`config.mk`:
```
export PLATFORM = sky130hd
export DESIGN_NAME = signed_int_to_decimal_ascii
export DESIGN_NICKNAME = d
export VERILOG_FILES = /design/src/design/sitda_pkg.sv /design/src/design/sitda_front.sv /design/src/design/sitda_fifo.sv /design/src/design/sitda_back.sv /design/src/design/signed_int_to_decimal_ascii.sv
export SDC_FILE = /design/constraint.sdc
export NUM_CORES = 1
export LEC_CHECK = 0
export BUFFER_PORTS_ARGS = -buffer_cell sky130_fd_sc_hd__buf_4
export CORE_MARGIN = 4
export CORE_UTILIZATION = 40
export CTS_CLUSTER_SIZE = 30
export DETAILED_ROUTE_END_ITERATION = 10
export GPL_ROUTABILITY_DRIVEN = 0
export GPL_TIMING_DRIVEN = 0
export SETUP_SLACK_MARGIN = 0.3
export SKIP_LAST_GASP = 1
export SLEW_MARGIN = 10
export SYNTH_ARGS = -nofsm -noshare
export SYNTH_HDL_FRONTEND = slang
export SYNTH_HIERARCHICAL = 1
export SYNTH_SLANG_ARGS = --single-unit
export TNS_END_PERCENT = 20
```
`constraint.sdc`:
```
create_clock -name clk -period 4.15 [get_ports clk]
set_clock_uncertainty 0.1 [all_clocks]
set_input_delay 0.83 -clock clk [delete_from_list [all_inputs] [get_ports clk]]
set_output_delay 0.83 -clock clk [all_outputs]
set_load 0.1 [all_outputs]
```
`src/design/sitda_pkg.sv`:
```
// Shared constants and helpers for the signed integer to decimal ASCII block.
// No dependencies; used by the front end, the back end and the top level.
package sitda_pkg;

    localparam int DIGIT_BITS = 4;            // one BCD digit
    localparam int SHIFTS_PER_STEP = 4;       // binary bits consumed per conversion cycle
    localparam int CHAR_BITS = 6;

    localparam logic [CHAR_BITS-1:0] ASCII_ZERO  = 6'd48;
    localparam logic [CHAR_BITS-1:0] ASCII_MINUS = 6'd45;
    localparam logic [DIGIT_BITS-1:0] DIGIT_NINE = 4'd9;

    // Decimal digits of the largest magnitude, 2^(vb-1): floor((vb-1)*log10(2)) + 1
    function automatic int digits_for_bits(input int vb);
        return ((vb - 1) * 30103) / 100000 + 1;
    endfunction

endpackage

```
`src/design/sitda_front.sv`:
```
// Front end: accepts a signed value, forms its magnitude and converts it to BCD
// by shift-and-add-3, four bits per cycle. Depends on sitda_pkg.
module sitda_front #(
    parameter int VALUE_BITS = 32
) (
    input  logic                  clk,
    input  logic                  rst_n,
    input  logic                  in_valid,
    output logic                  in_ready,
    input  logic [VALUE_BITS-1:0] in_value,
    output logic                  q_valid,
    input  logic                  q_ready,
    // {neg, digit count, BCD digits}
    output logic [1+$clog2(sitda_pkg::digits_for_bits(VALUE_BITS)+1)
                  +sitda_pkg::digits_for_bits(VALUE_BITS)*sitda_pkg::DIGIT_BITS-1:0] q_data
);

    localparam int NDIG  = sitda_pkg::digits_for_bits(VALUE_BITS);
    localparam int DW    = sitda_pkg::DIGIT_BITS;
    localparam int SPS   = sitda_pkg::SHIFTS_PER_STEP;
    localparam int STEPS = (VALUE_BITS + SPS - 1) / SPS;
    localparam int PADW  = STEPS * SPS;
    localparam int CW    = $clog2(STEPS);
    localparam int LW    = $clog2(NDIG + 1);
    localparam int BW    = NDIG * DW;

    localparam logic [1:0] ST_IDLE = 2'd0;
    localparam logic [1:0] ST_CONV = 2'd1;
    localparam logic [1:0] ST_PUSH = 2'd2;

    logic [1:0]      state_reg, state_next;
    logic [CW-1:0]   step_reg, step_next;
    logic [PADW-1:0] bin_reg, bin_next;
    logic [BW-1:0]   bcd_reg, bcd_next;
    logic            neg_reg, neg_next;

    logic [VALUE_BITS-1:0] mag;
    logic [BW-1:0]         bcd_step;
    logic [PADW-1:0]       bin_step;
    logic [LW-1:0]         len;

    assign in_ready = (state_reg == ST_IDLE);
    assign q_valid  = (state_reg == ST_PUSH);
    assign q_data   = {neg_reg, len, bcd_reg};

    // unsigned negate also covers the most negative value
    assign mag = in_value[VALUE_BITS-1] ? (~in_value + 1'b1) : in_value;

    always_comb
    begin
        logic [BW-1:0]   b;
        logic [PADW-1:0] s;
        b = bcd_reg;
        s = bin_reg;
        for (int k = 0; k < SPS; k++)
        begin
            for (int d = 0; d < NDIG; d++)
            begin
                if (b[d*DW +: DW] >= 4'd5)
                begin
                    b[d*DW +: DW] = b[d*DW +: DW] + 4'd3;
                end
            end
            b = {b[BW-2:0], s[PADW-1]};
            s = {s[PADW-2:0], 1'b0};
        end
        bcd_step = b;
        bin_step = s;
    end

    // digit count: position of the highest nonzero digit, at least one
    always_comb
    begin
        len = LW'(1);
        for (int i = 0; i < NDIG; i++)
        begin
            if (bcd_reg[i*DW +: DW] != '0)
            begin
                len = LW'(i + 1);
            end
        end
    end

    always_comb
    begin
        state_next = state_reg;
        step_next  = step_reg;
        bin_next   = bin_reg;
        bcd_next   = bcd_reg;
        neg_next   = neg_reg;
        case (state_reg)
            ST_IDLE:
            begin
                if (in_valid)
                begin
                    bin_next   = PADW'(mag);
                    bcd_next   = '0;
                    neg_next   = in_value[VALUE_BITS-1];
                    step_next  = CW'(STEPS - 1);
                    state_next = ST_CONV;
                end
            end
            ST_CONV:
            begin
                bin_next = bin_step;
                bcd_next = bcd_step;
                if (step_reg == '0)
                begin
                    state_next = ST_PUSH;
                end
                else
                begin
                    step_next = step_reg - 1'b1;
                end
            end
            ST_PUSH:
            begin
                if (q_ready)
                begin
                    state_next = ST_IDLE;
                end
            end
            default:
            begin
                state_next = ST_IDLE;
            end
        endcase
    end

    always_ff @(posedge clk or negedge rst_n)
    begin
        if (!rst_n)
        begin
            state_reg <= ST_IDLE;
            step_reg  <= '0;
        end
        else
        begin
            state_reg <= state_next;
            step_reg  <= step_next;
        end
    end

    always_ff @(posedge clk)
    begin
        bin_reg <= bin_next;
        bcd_reg <= bcd_next;
        neg_reg <= neg_next;
    end

endmodule

```
`src/design/sitda_fifo.sv`:
```
// Two-entry request queue between the front and back ends.
// No dependencies; entry width is a parameter.
module sitda_fifo #(
    parameter int WIDTH = 8
) (
    input  logic             clk,
    input  logic             rst_n,
    input  logic             wr_valid,
    output logic             wr_ready,
    input  logic [WIDTH-1:0] wr_data,
    output logic             rd_valid,
    input  logic             rd_ready,
    output logic [WIDTH-1:0] rd_data
);

    logic [WIDTH-1:0] entry_reg [2];
    logic             wr_ptr_reg, rd_ptr_reg;
    logic [1:0]       count_reg, count_next;
    logic             do_wr, do_rd;

    assign wr_ready = (count_reg != 2'd2);
    assign rd_valid = (count_reg != 2'd0);
    assign rd_data  = entry_reg[rd_ptr_reg];
    assign do_wr    = wr_valid && wr_ready;
    assign do_rd    = rd_valid && rd_ready;

    always_comb
    begin
        count_next = count_reg;
        if (do_wr && !do_rd)
        begin
            count_next = count_reg + 2'd1;
        end
        else if (do_rd && !do_wr)
        begin
            count_next = count_reg - 2'd1;
        end
    end

    always_ff @(posedge clk or negedge rst_n)
    begin
        if (!rst_n)
        begin
            wr_ptr_reg <= 1'b0;
            rd_ptr_reg <= 1'b0;
            count_reg  <= 2'd0;
        end
        else
        begin
            count_reg <= count_next;
            if (do_wr)
            begin
                wr_ptr_reg <= ~wr_ptr_reg;
            end
            if (do_rd)
            begin
                rd_ptr_reg <= ~rd_ptr_reg;
            end
        end
    end

    always_ff @(posedge clk)
    begin
        if (do_wr)
        begin
            entry_reg[wr_ptr_reg] <= wr_data;
        end
    end

endmodule

```
`src/design/sitda_back.sv`:
```
// Back end: takes a converted request from the queue and sends its characters,
// sign first, most significant digit first. Depends on sitda_pkg.
module sitda_back #(
    parameter int VALUE_BITS = 32
) (
    input  logic clk,
    input  logic rst_n,
    input  logic q_valid,
    output logic q_ready,
    input  logic [1+$clog2(sitda_pkg::digits_for_bits(VALUE_BITS)+1)
                  +sitda_pkg::digits_for_bits(VALUE_BITS)*sitda_pkg::DIGIT_BITS-1:0] q_data,
    output logic                             out_valid,
    input  logic                             out_ready,
    output logic [sitda_pkg::CHAR_BITS-1:0]  out_char,
    output logic                             out_last
);

    localparam int NDIG = sitda_pkg::digits_for_bits(VALUE_BITS);
    localparam int DW   = sitda_pkg::DIGIT_BITS;
    localparam int LW   = $clog2(NDIG + 1);
    localparam int IW   = (NDIG > 1) ? $clog2(NDIG) : 1;
    localparam int BW   = NDIG * DW;

    logic          busy_reg, busy_next;
    logic          sign_reg, sign_next;
    logic [IW-1:0] idx_reg, idx_next;
    logic [BW-1:0] bcd_reg, bcd_next;

    logic          q_neg;
    logic [LW-1:0] q_len;
    logic [BW-1:0] q_bcd;
    logic [DW-1:0] digit;
    logic          out_fire;

    assign {q_neg, q_len, q_bcd} = q_data;

    assign digit     = bcd_reg[idx_reg*DW +: DW];
    assign out_valid = busy_reg;
    assign out_char  = sign_reg ? sitda_pkg::ASCII_MINUS
                                : (sitda_pkg::ASCII_ZERO + sitda_pkg::CHAR_BITS'(digit));
    assign out_last  = !sign_reg && (idx_reg == '0);
    assign out_fire  = out_valid && out_ready;
    // take the next request as the final character of this one leaves
    assign q_ready   = !busy_reg || (out_fire && out_last);

    always_comb
    begin
        busy_next = busy_reg;
        sign_next = sign_reg;
        idx_next  = idx_reg;
        bcd_next  = bcd_reg;
        if (q_ready && q_valid)
        begin
            busy_next = 1'b1;
            sign_next = q_neg;
            idx_next  = IW'(q_len - 1'b1);
            bcd_next  = q_bcd;
        end
        else if (out_fire)
        begin
            if (sign_reg)
            begin
                sign_next = 1'b0;
            end
            else if (idx_reg == '0)
            begin
                busy_next = 1'b0;
            end
            else
            begin
                idx_next = idx_reg - 1'b1;
            end
        end
    end

    always_ff @(posedge clk or negedge rst_n)
    begin
        if (!rst_n)
        begin
            busy_reg <= 1'b0;
            sign_reg <= 1'b0;
            idx_reg  <= '0;
        end
        else
        begin
            busy_reg <= busy_next;
            sign_reg <= sign_next;
            idx_reg  <= idx_next;
        end
    end

    always_ff @(posedge clk)
    begin
        bcd_reg <= bcd_next;
    end

    a_char_legal: assert property (@(posedge clk) disable iff (!rst_n)
        out_valid |-> (out_char == sitda_pkg::ASCII_MINUS) ||
                      (!sign_reg && digit <= sitda_pkg::DIGIT_NINE))
        else $error("character outside '-' and digits");

    a_sign_then_digit: assert property (@(posedge clk) disable iff (!rst_n)
        (out_fire && sign_reg) |=> (out_valid && !sign_reg))
        else $error("sign not followed by a digit");

    a_load_shows: assert property (@(posedge clk) disable iff (!rst_n)
        (q_valid && q_ready) |=> out_valid)
        else $error("loaded request not presented");

endmodule

```
`src/design/signed_int_to_decimal_ascii.sv`:
```
// Top level of the signed integer to decimal ASCII converter.
// Depends on sitda_pkg, sitda_front, sitda_fifo and sitda_back.
//
//  channel | dir | fields (tdata from bit 0 up)     | tlast
//  s_axis  | in  | value (VALUE_BITS, signed)        | -
//  m_axis  | out | ascii_char (6 bits)               | last_char
//
// The front end accepts a number, converts it by shift-and-add-3 four bits at a
// time and hands it to the queue. The back end sends one character per cycle
// while m_axis is ready, up to 11 characters at 32 bits; the queue lets the front
// convert the next number while the back sends the current one.
// Reset clears the control state and empties the queue.
// A stalled m_axis holds its character; the front fills the queue meanwhile.
module signed_int_to_decimal_ascii #(
    parameter int VALUE_BITS = 32
) (
    input  logic                              clk,
    input  logic                              rst_n,
    input  logic                              s_axis_tvalid,
    output logic                              s_axis_tready,
    input  logic [((VALUE_BITS+7)/8)*8-1:0]   s_axis_tdata,   // value
    output logic                              m_axis_tvalid,
    input  logic                              m_axis_tready,
    output logic [7:0]                        m_axis_tdata,   // ascii_char, 2 zero bits
    output logic                              m_axis_tlast    // last_char
);

    localparam int NDIG = sitda_pkg::digits_for_bits(VALUE_BITS);
    localparam int QW   = 1 + $clog2(NDIG + 1) + NDIG * sitda_pkg::DIGIT_BITS;

    logic          fq_valid, fq_ready;
    logic [QW-1:0] fq_data;
    logic          qb_valid, qb_ready;
    logic [QW-1:0] qb_data;
    logic [sitda_pkg::CHAR_BITS-1:0] out_char;

    sitda_front #(.VALUE_BITS(VALUE_BITS)) u_front (
        .clk      (clk),
        .rst_n    (rst_n),
        .in_valid (s_axis_tvalid),
        .in_ready (s_axis_tready),
        .in_value (s_axis_tdata[VALUE_BITS-1:0]),
        .q_valid  (fq_valid),
        .q_ready  (fq_ready),
        .q_data   (fq_data)
    );

    sitda_fifo #(.WIDTH(QW)) u_fifo (
        .clk      (clk),
        .rst_n    (rst_n),
        .wr_valid (fq_valid),
        .wr_ready (fq_ready),
        .wr_data  (fq_data),
        .rd_valid (qb_valid),
        .rd_ready (qb_ready),
        .rd_data  (qb_data)
    );

    sitda_back #(.VALUE_BITS(VALUE_BITS)) u_back (
        .clk       (clk),
        .rst_n     (rst_n),
        .q_valid   (qb_valid),
        .q_ready   (qb_ready),
        .q_data    (qb_data),
        .out_valid (m_axis_tvalid),
        .out_ready (m_axis_tready),
        .out_char  (out_char),
        .out_last  (m_axis_tlast)
    );

    assign m_axis_tdata = {2'b00, out_char};

endmodule
```
; ---- Word-level counts from Yosys, hierarchy flattened
; Memory sizes are Yosys's and may differ from the RTL's.
; Cells that the tools add are included.
[classes]
bitwise_logic = 3
n_mux = 76
multipliers = 0
magnitude_cmp = 40
shift = 1
reduce_logical = 35
div = 0
n_eq_ne = 9
addsub = 47
[op_table]
columns = cell, count
row1 = $mux 4, 43
row2 = $ge 4x3->1 const B, 40
row3 = $add 4x2->4 const B, 36
row4 = $pmux 40 s2, 1
row5 = $mux 32, 2
row6 = $pmux 32 s2, 1
row7 = $mux 40, 1
row8 = $shiftx 40x7->4, 1
row9 = $reduce_bool 4->1, 9
row10 = $add 32x1->32 const B, 1
row11 = $not 32->32, 1
row12 = $mux 3, 10
row13 = $mux 2, 7
row14 = $add 3x2->3 const B, 4
row15 = $ne 2x2->1 const B, 6
row16 = $reduce_and 3->1, 4
row17 = $reduce_bool 2->1, 5
row18 = $mux 1, 8
row19 = $sub 4x1->4 const B, 2
row20 = $logic_and 1x1->1, 7
row21 = $add 5x5->6 const A, 1
row22 = $mux 6, 1
row23 = $pmux 2 s3, 1
row24 = $pmux 3 s2, 1
row25 = 13 further kinds, 18
[totals]
ram_bits = 90
latchBits = 0
register_bits = 128
mem_count = 1
romBits = 0
output_inout_bits = 11
[mem_list]
columns = memory, words, width, read_ports, rd_ports_with_merged_regs, wr, line
row1 = u_fifo.entry_reg, 2, 45, 1, 0, 1, sitda_fifo.sv:16  ; logic [WIDTH-1:0] entry_reg [2];

; ---- Longest topological paths before layout
[logic_depth]
ltp_word = 10
depth_mapped = 19
depth_no_buf = 19

; ---- By module
; The synthesis kept the hierarchy.
[by_module_without_submodules]
columns = mod, area_each_um2, instances, cells_each
row1 = sitda_front, 8737.1, 1, 1106
row2 = sitda_fifo, 3641.0, 1, 158
row3 = sitda_back, 2054.5, 1, 129
row4 = signed_int_to_decimal_ascii, 18.8, 1, 3

; ---- Worst setup path before layout
; Ideal clock, no wire load.
[synth_path]
path_kind = input port to flip-flop
startpoint = input port s_axis_tvalid
endpoint = register u_front.bcd_reg[0] (enable)
required_ns = 3.546
arrival_time_ns = 3.891
setup_ns = 0.504
path_buffers = 0
path_slack_ns = -0.345
path_stages = 2
cell_sequence = nor2_1 -> nor2_1
[synth_between]
elab_chain_len = 2
[synth_rtl]
columns = item, line
row1 = from (decl), signed_int_to_decimal_ascii.sv:19  ; input logic s_axis_tvalid,
row2 = $ne 2x2->1 (no source line), --
row3 = $reduce_and 2->1 (no source line), --
row4 = to (signal assigned), sitda_front.sv:147  ; bcd_reg <= bcd_next;
row5 = to (decl), sitda_front.sv:34  ; logic [BW-1:0] bcd_reg, bcd_next;
; Every way passes these cells.
; A chain may end at the register's enable or synchronous reset.

; ---- Worst setup path in the final report
[layout_path]
startpoint = register u_front.bcd_reg[0]
endpoint = register u_front.bcd_reg[11], data pin
[layout_between]
elab_chain_len = 9
word_cells_on_any_way = 19
[layout_rtl]
columns = item, line
row1 = $add 4x2->4 / $ge 4x3->1 (equally long branches), "sitda_front.sv:61, sitda_front.sv:59"
row2 = $mux 4 (*), sitda_front.sv:59  ; if (b[d*DW +: DW] >= 4'd5)
row3 = $add 4x2->4 / $ge 4x3->1 (equally long branches), "sitda_front.sv:61, sitda_front.sv:59"
row4 = $mux 4, sitda_front.sv:59
row5 = $add 4x2->4 / $ge 4x3->1 (equally long branches), "sitda_front.sv:61, sitda_front.sv:59"
row6 = $mux 4, sitda_front.sv:59
row7 = $add 4x2->4 / $ge 4x3->1 (equally long branches), "sitda_front.sv:61, sitda_front.sv:59"
row8 = $mux 4 (*), sitda_front.sv:59
row9 = $pmux 40 s2 (*), sitda_front.sv:91  ; case (state_reg)
; Every way passes the cells marked *; elsewhere a longest branch is shown, timed or not.

==> impl_metrics.env <==
export IMPL_r2r_start="u_front/bcd_reg[0]"
export IMPL_worst_path_most_repeated_cell="ha_4"
export IMPL_pin_count=47
export IMPL_clock_path_buffers=3
export IMPL_critical_path_class="register to register"
export IMPL_holdBufCountCts=0
export IMPL_top_layer="met4"
export IMPL_r2r_slack_ps=280
export IMPL_first_pass_iters=6
export IMPL_clkSlewWorstSetupHoldPaths_ps=60
export IMPL_arrival_ps=4040
export IMPL_wl_met3_mm=1.36
export IMPL_cpPeakStageDelay_ps=440
export IMPL_seqCellArea_sq_um=6470
export IMPL_vias_per_cell=5.71
export IMPL_grt_ovfl_total=0
export IMPL_hold_viol_final=0
export IMPL_maxSlewHeadroom_pct=22.3
export IMPL_clock_latency_ps=520
export IMPL_period_share_pct=93.3
export IMPL_areaGrowthSynthToFinish_pct=23.5
export IMPL_drv_slew=0
export IMPL_drive_above_1_share_pct=28.2
export IMPL_outcome="finished, final reports clean"
export IMPL_grt_total_usage_pct=16.8
export IMPL_dieArea_sq_um=39200
export IMPL_nFillCells=3161
export IMPL_antenna_found_initial=0
export IMPL_dp_hpwl_mm=23.9
export IMPL_hold_class="input port to asynchronous set/reset pin"
export IMPL_place_area_sq_um=15500
export IMPL_routed_wl_mm=35.3
export IMPL_synth_top_flop_cell="edfxtp_1"
export IMPL_crit_required_ps=4310
export IMPL_yosys_top_cells_area="edfxtp_1, mux2_4, nand2_1, ha_1, o21ai_0"
export IMPL_std_cell_rows=69
export IMPL_synth_seq_cells=218
export IMPL_drtIter0Drc=968
export IMPL_h_tree_depth=1
export IMPL_die_x_um=198
export IMPL_cp_top_family="compound AO/OA/AOI/OAI gates"
export IMPL_yosysTopAreaCellShare_pct=42.2
export IMPL_layout_cells_non_filler=2045
export IMPL_multi_input_area_sq_um=8170
export IMPL_yosys_area_top_type="edfxtp_1"
export IMPL_diodes=0
export IMPL_synth_avg_cell_area_sq_um=10.4
export IMPL_largest_reg_flops=90
export IMPL_start_util_pct=40.6
export IMPL_cp_start_kind="register"
export IMPL_ant_nets=0
export IMPL_cp_end_kind="register"
export IMPL_grt_max_degree=32
export IMPL_port_buffers=43
export IMPL_synth_cell_type_count=104
export IMPL_crit_path_cell_trace="buf_6 > ha_4 > nand2b_4 > or3b_4 > o211ai_1 > nor3b_4 > or2_0 > buf_4 > inv_8 > ha_4 > o221ai_2 > o21ai_1 > a221o_1 > o31a_1 > and4b_1 > a31o_2"
export IMPL_min_period_ps=3870
export IMPL_synthCells=1396
export IMPL_grt_pass1_wl_mm=55.0
export IMPL_cts_tree="yes"
export IMPL_cap_violations=0
export IMPL_crit_fanout=6
export IMPL_yosys_warnings=6
export IMPL_tightest_slew_ps=1170
export IMPL_placed_cells=1907
export IMPL_cp_slowest_cell="edfxtp_1"
export IMPL_wl_met2_mm=16.9
export IMPL_fin_area_sq_um=17900
export IMPL_root_buffer="clkbuf_16"
export IMPL_ys_seq_area_share_pct=44.8
export IMPL_r2r_cells=16
export IMPL_timing_rr_end="u_front/bcd_reg[11]"
export IMPL_coreArea_sq_um=35600
export IMPL_netlist_area_sq_um=14500
export IMPL_wl_per_cell_um=17.3
export IMPL_synth_edf_count=203
export IMPL_final_nets=1638
export IMPL_synthArstFlopShare_pct=6.88
export IMPL_setup_viol=0
export IMPL_drc=0
export IMPL_cts_buffers=25
export IMPL_grt_pass1_vias=10600
export IMPL_die_h_um=198
export IMPL_max_freq_mhz=258
export IMPL_rsz0062_at_grt="true"
export IMPL_cts_sinks=218
export IMPL_final_util_pct=50.2
export IMPL_cp_num_buf_inv=3
export IMPL_wl_met1_mm=16.5
export IMPL_vias=11700
kinds of logic after synthesis:
family	Yosys count	share of synthesized area, %
simple gates	458	15.9
compound gates	409	19.2
flops	218	44.8
buf+inv	117	3.97
mux	100	9.47
xor+xnor	47	2.90
fa+ha+maj	45	3.76
other cells	2	0.0520
metrics by stage:
step	hold WS [ps]	setup TNS [ps]	setup WS, ps
final	53.0	0	276
after global routing	39.2	0	150
after CTS	38.3	0	212
after detailed placement	360	-2290	-283
after global placement	346	-38230	-362
after floorplan	339	0	150
placed cells by master, fill, tap and decap left out, drive strengths merged, types with 39 or more instances in the layout:
| master | Yosys | final |
|---|---|---|
| nor2 | 104 | 104 |
| a21oi | 76 | 76 |
| o21ai | 112 | 112 |
| inv | 44 | 45 |
| buf | 31 | 176 |
| edfxtp | 203 | 203 |
| mux2 | 63 | 63 |
| nor3 | 39 | 39 |
| nand2 | 135 | 135 |
| clkbuf | 42 | 70 |
worst reg2reg max path: stages, from the launching register on:
cell and delay (ps):
edfxtp_1 440, buf_6 140, ha_4 110, nand2b_4 150, or3b_4 400, o211ai_1 150, nor3b_4 290, or2_0 140
buf_4 160, inv_8 50, ha_4 160, o221ai_2 50, o21ai_1 100, a221o_1 400, o31a_1 370, and4b_1 190
a31o_2 220
layout make-up:
| type | instances | area share, % |
|---|---|---|
| inverters | 44 | 0.967 |
| plain buffers | 73 | 2.45 |
| flip-flops and latches | 218 | 36.2 |
| clock inverters | 14 | 0.995 |
| repair buffers | 141 | 6.58 |
| well taps | 461 | 3.23 |
| clock buffers | 32 | 3.76 |
| multi-input cells | 1062 | 45.8 |
per-layer routing:
metal	vias to the layer above	track usage, %
met5	-	0
met4	0	3.34
met3	41	1.55
met2	275	27.9
met1	5707	24.3
li1	5647	-
synthesized netlist by cell type (all sizes together), types with 17 or more instances:
master,n
or2,17
clkbuf,42
xor2,32
o31ai,25
nand2b,25
inv,44
a21oi,76
mux2,63
a211oi,20
buf,31
edfxtp,203
nor3,39
o21ai,112
mux2i,29
nand3,27
nor2,104
a31oi,21
nand2,135
ha,37
and2,21
how the worst max path moves through the flow:
stage | cells past startpoint | slack (ps) | endpoint | startpoint
floorplan | 4 | 150 | m_axis_tdata[0] | u_back/idx_reg[1]
global placement | 3 | -360 | u_fifo/entry_reg[0][25] | u_front/state_reg[1]
detailed placement | 17 | -280 | u_front/bcd_reg[11] | u_front/bcd_reg[0]
CTS | 14 | 210 | u_front/bcd_reg[31] | u_front/bcd_reg[24]
global route | 15 | 150 | u_front/bcd_reg[31] | u_front/bcd_reg[24]
finish | 16 | 280 | u_front/bcd_reg[11] | u_front/bcd_reg[0]
timing repair:
action | 4_1_cts | 5_1_grt
endpoints found under the hold margin | 0 | 0
pin swaps | 17 | 35
setup buffers | 38 | 54
setup endpoints to repair | 35 | 35
gates resized for setup | 94 | 101
Power is left out: the tool's default activity adds up to more than one toggle a clock period on the data nets, which glitch-free logic cannot reach.
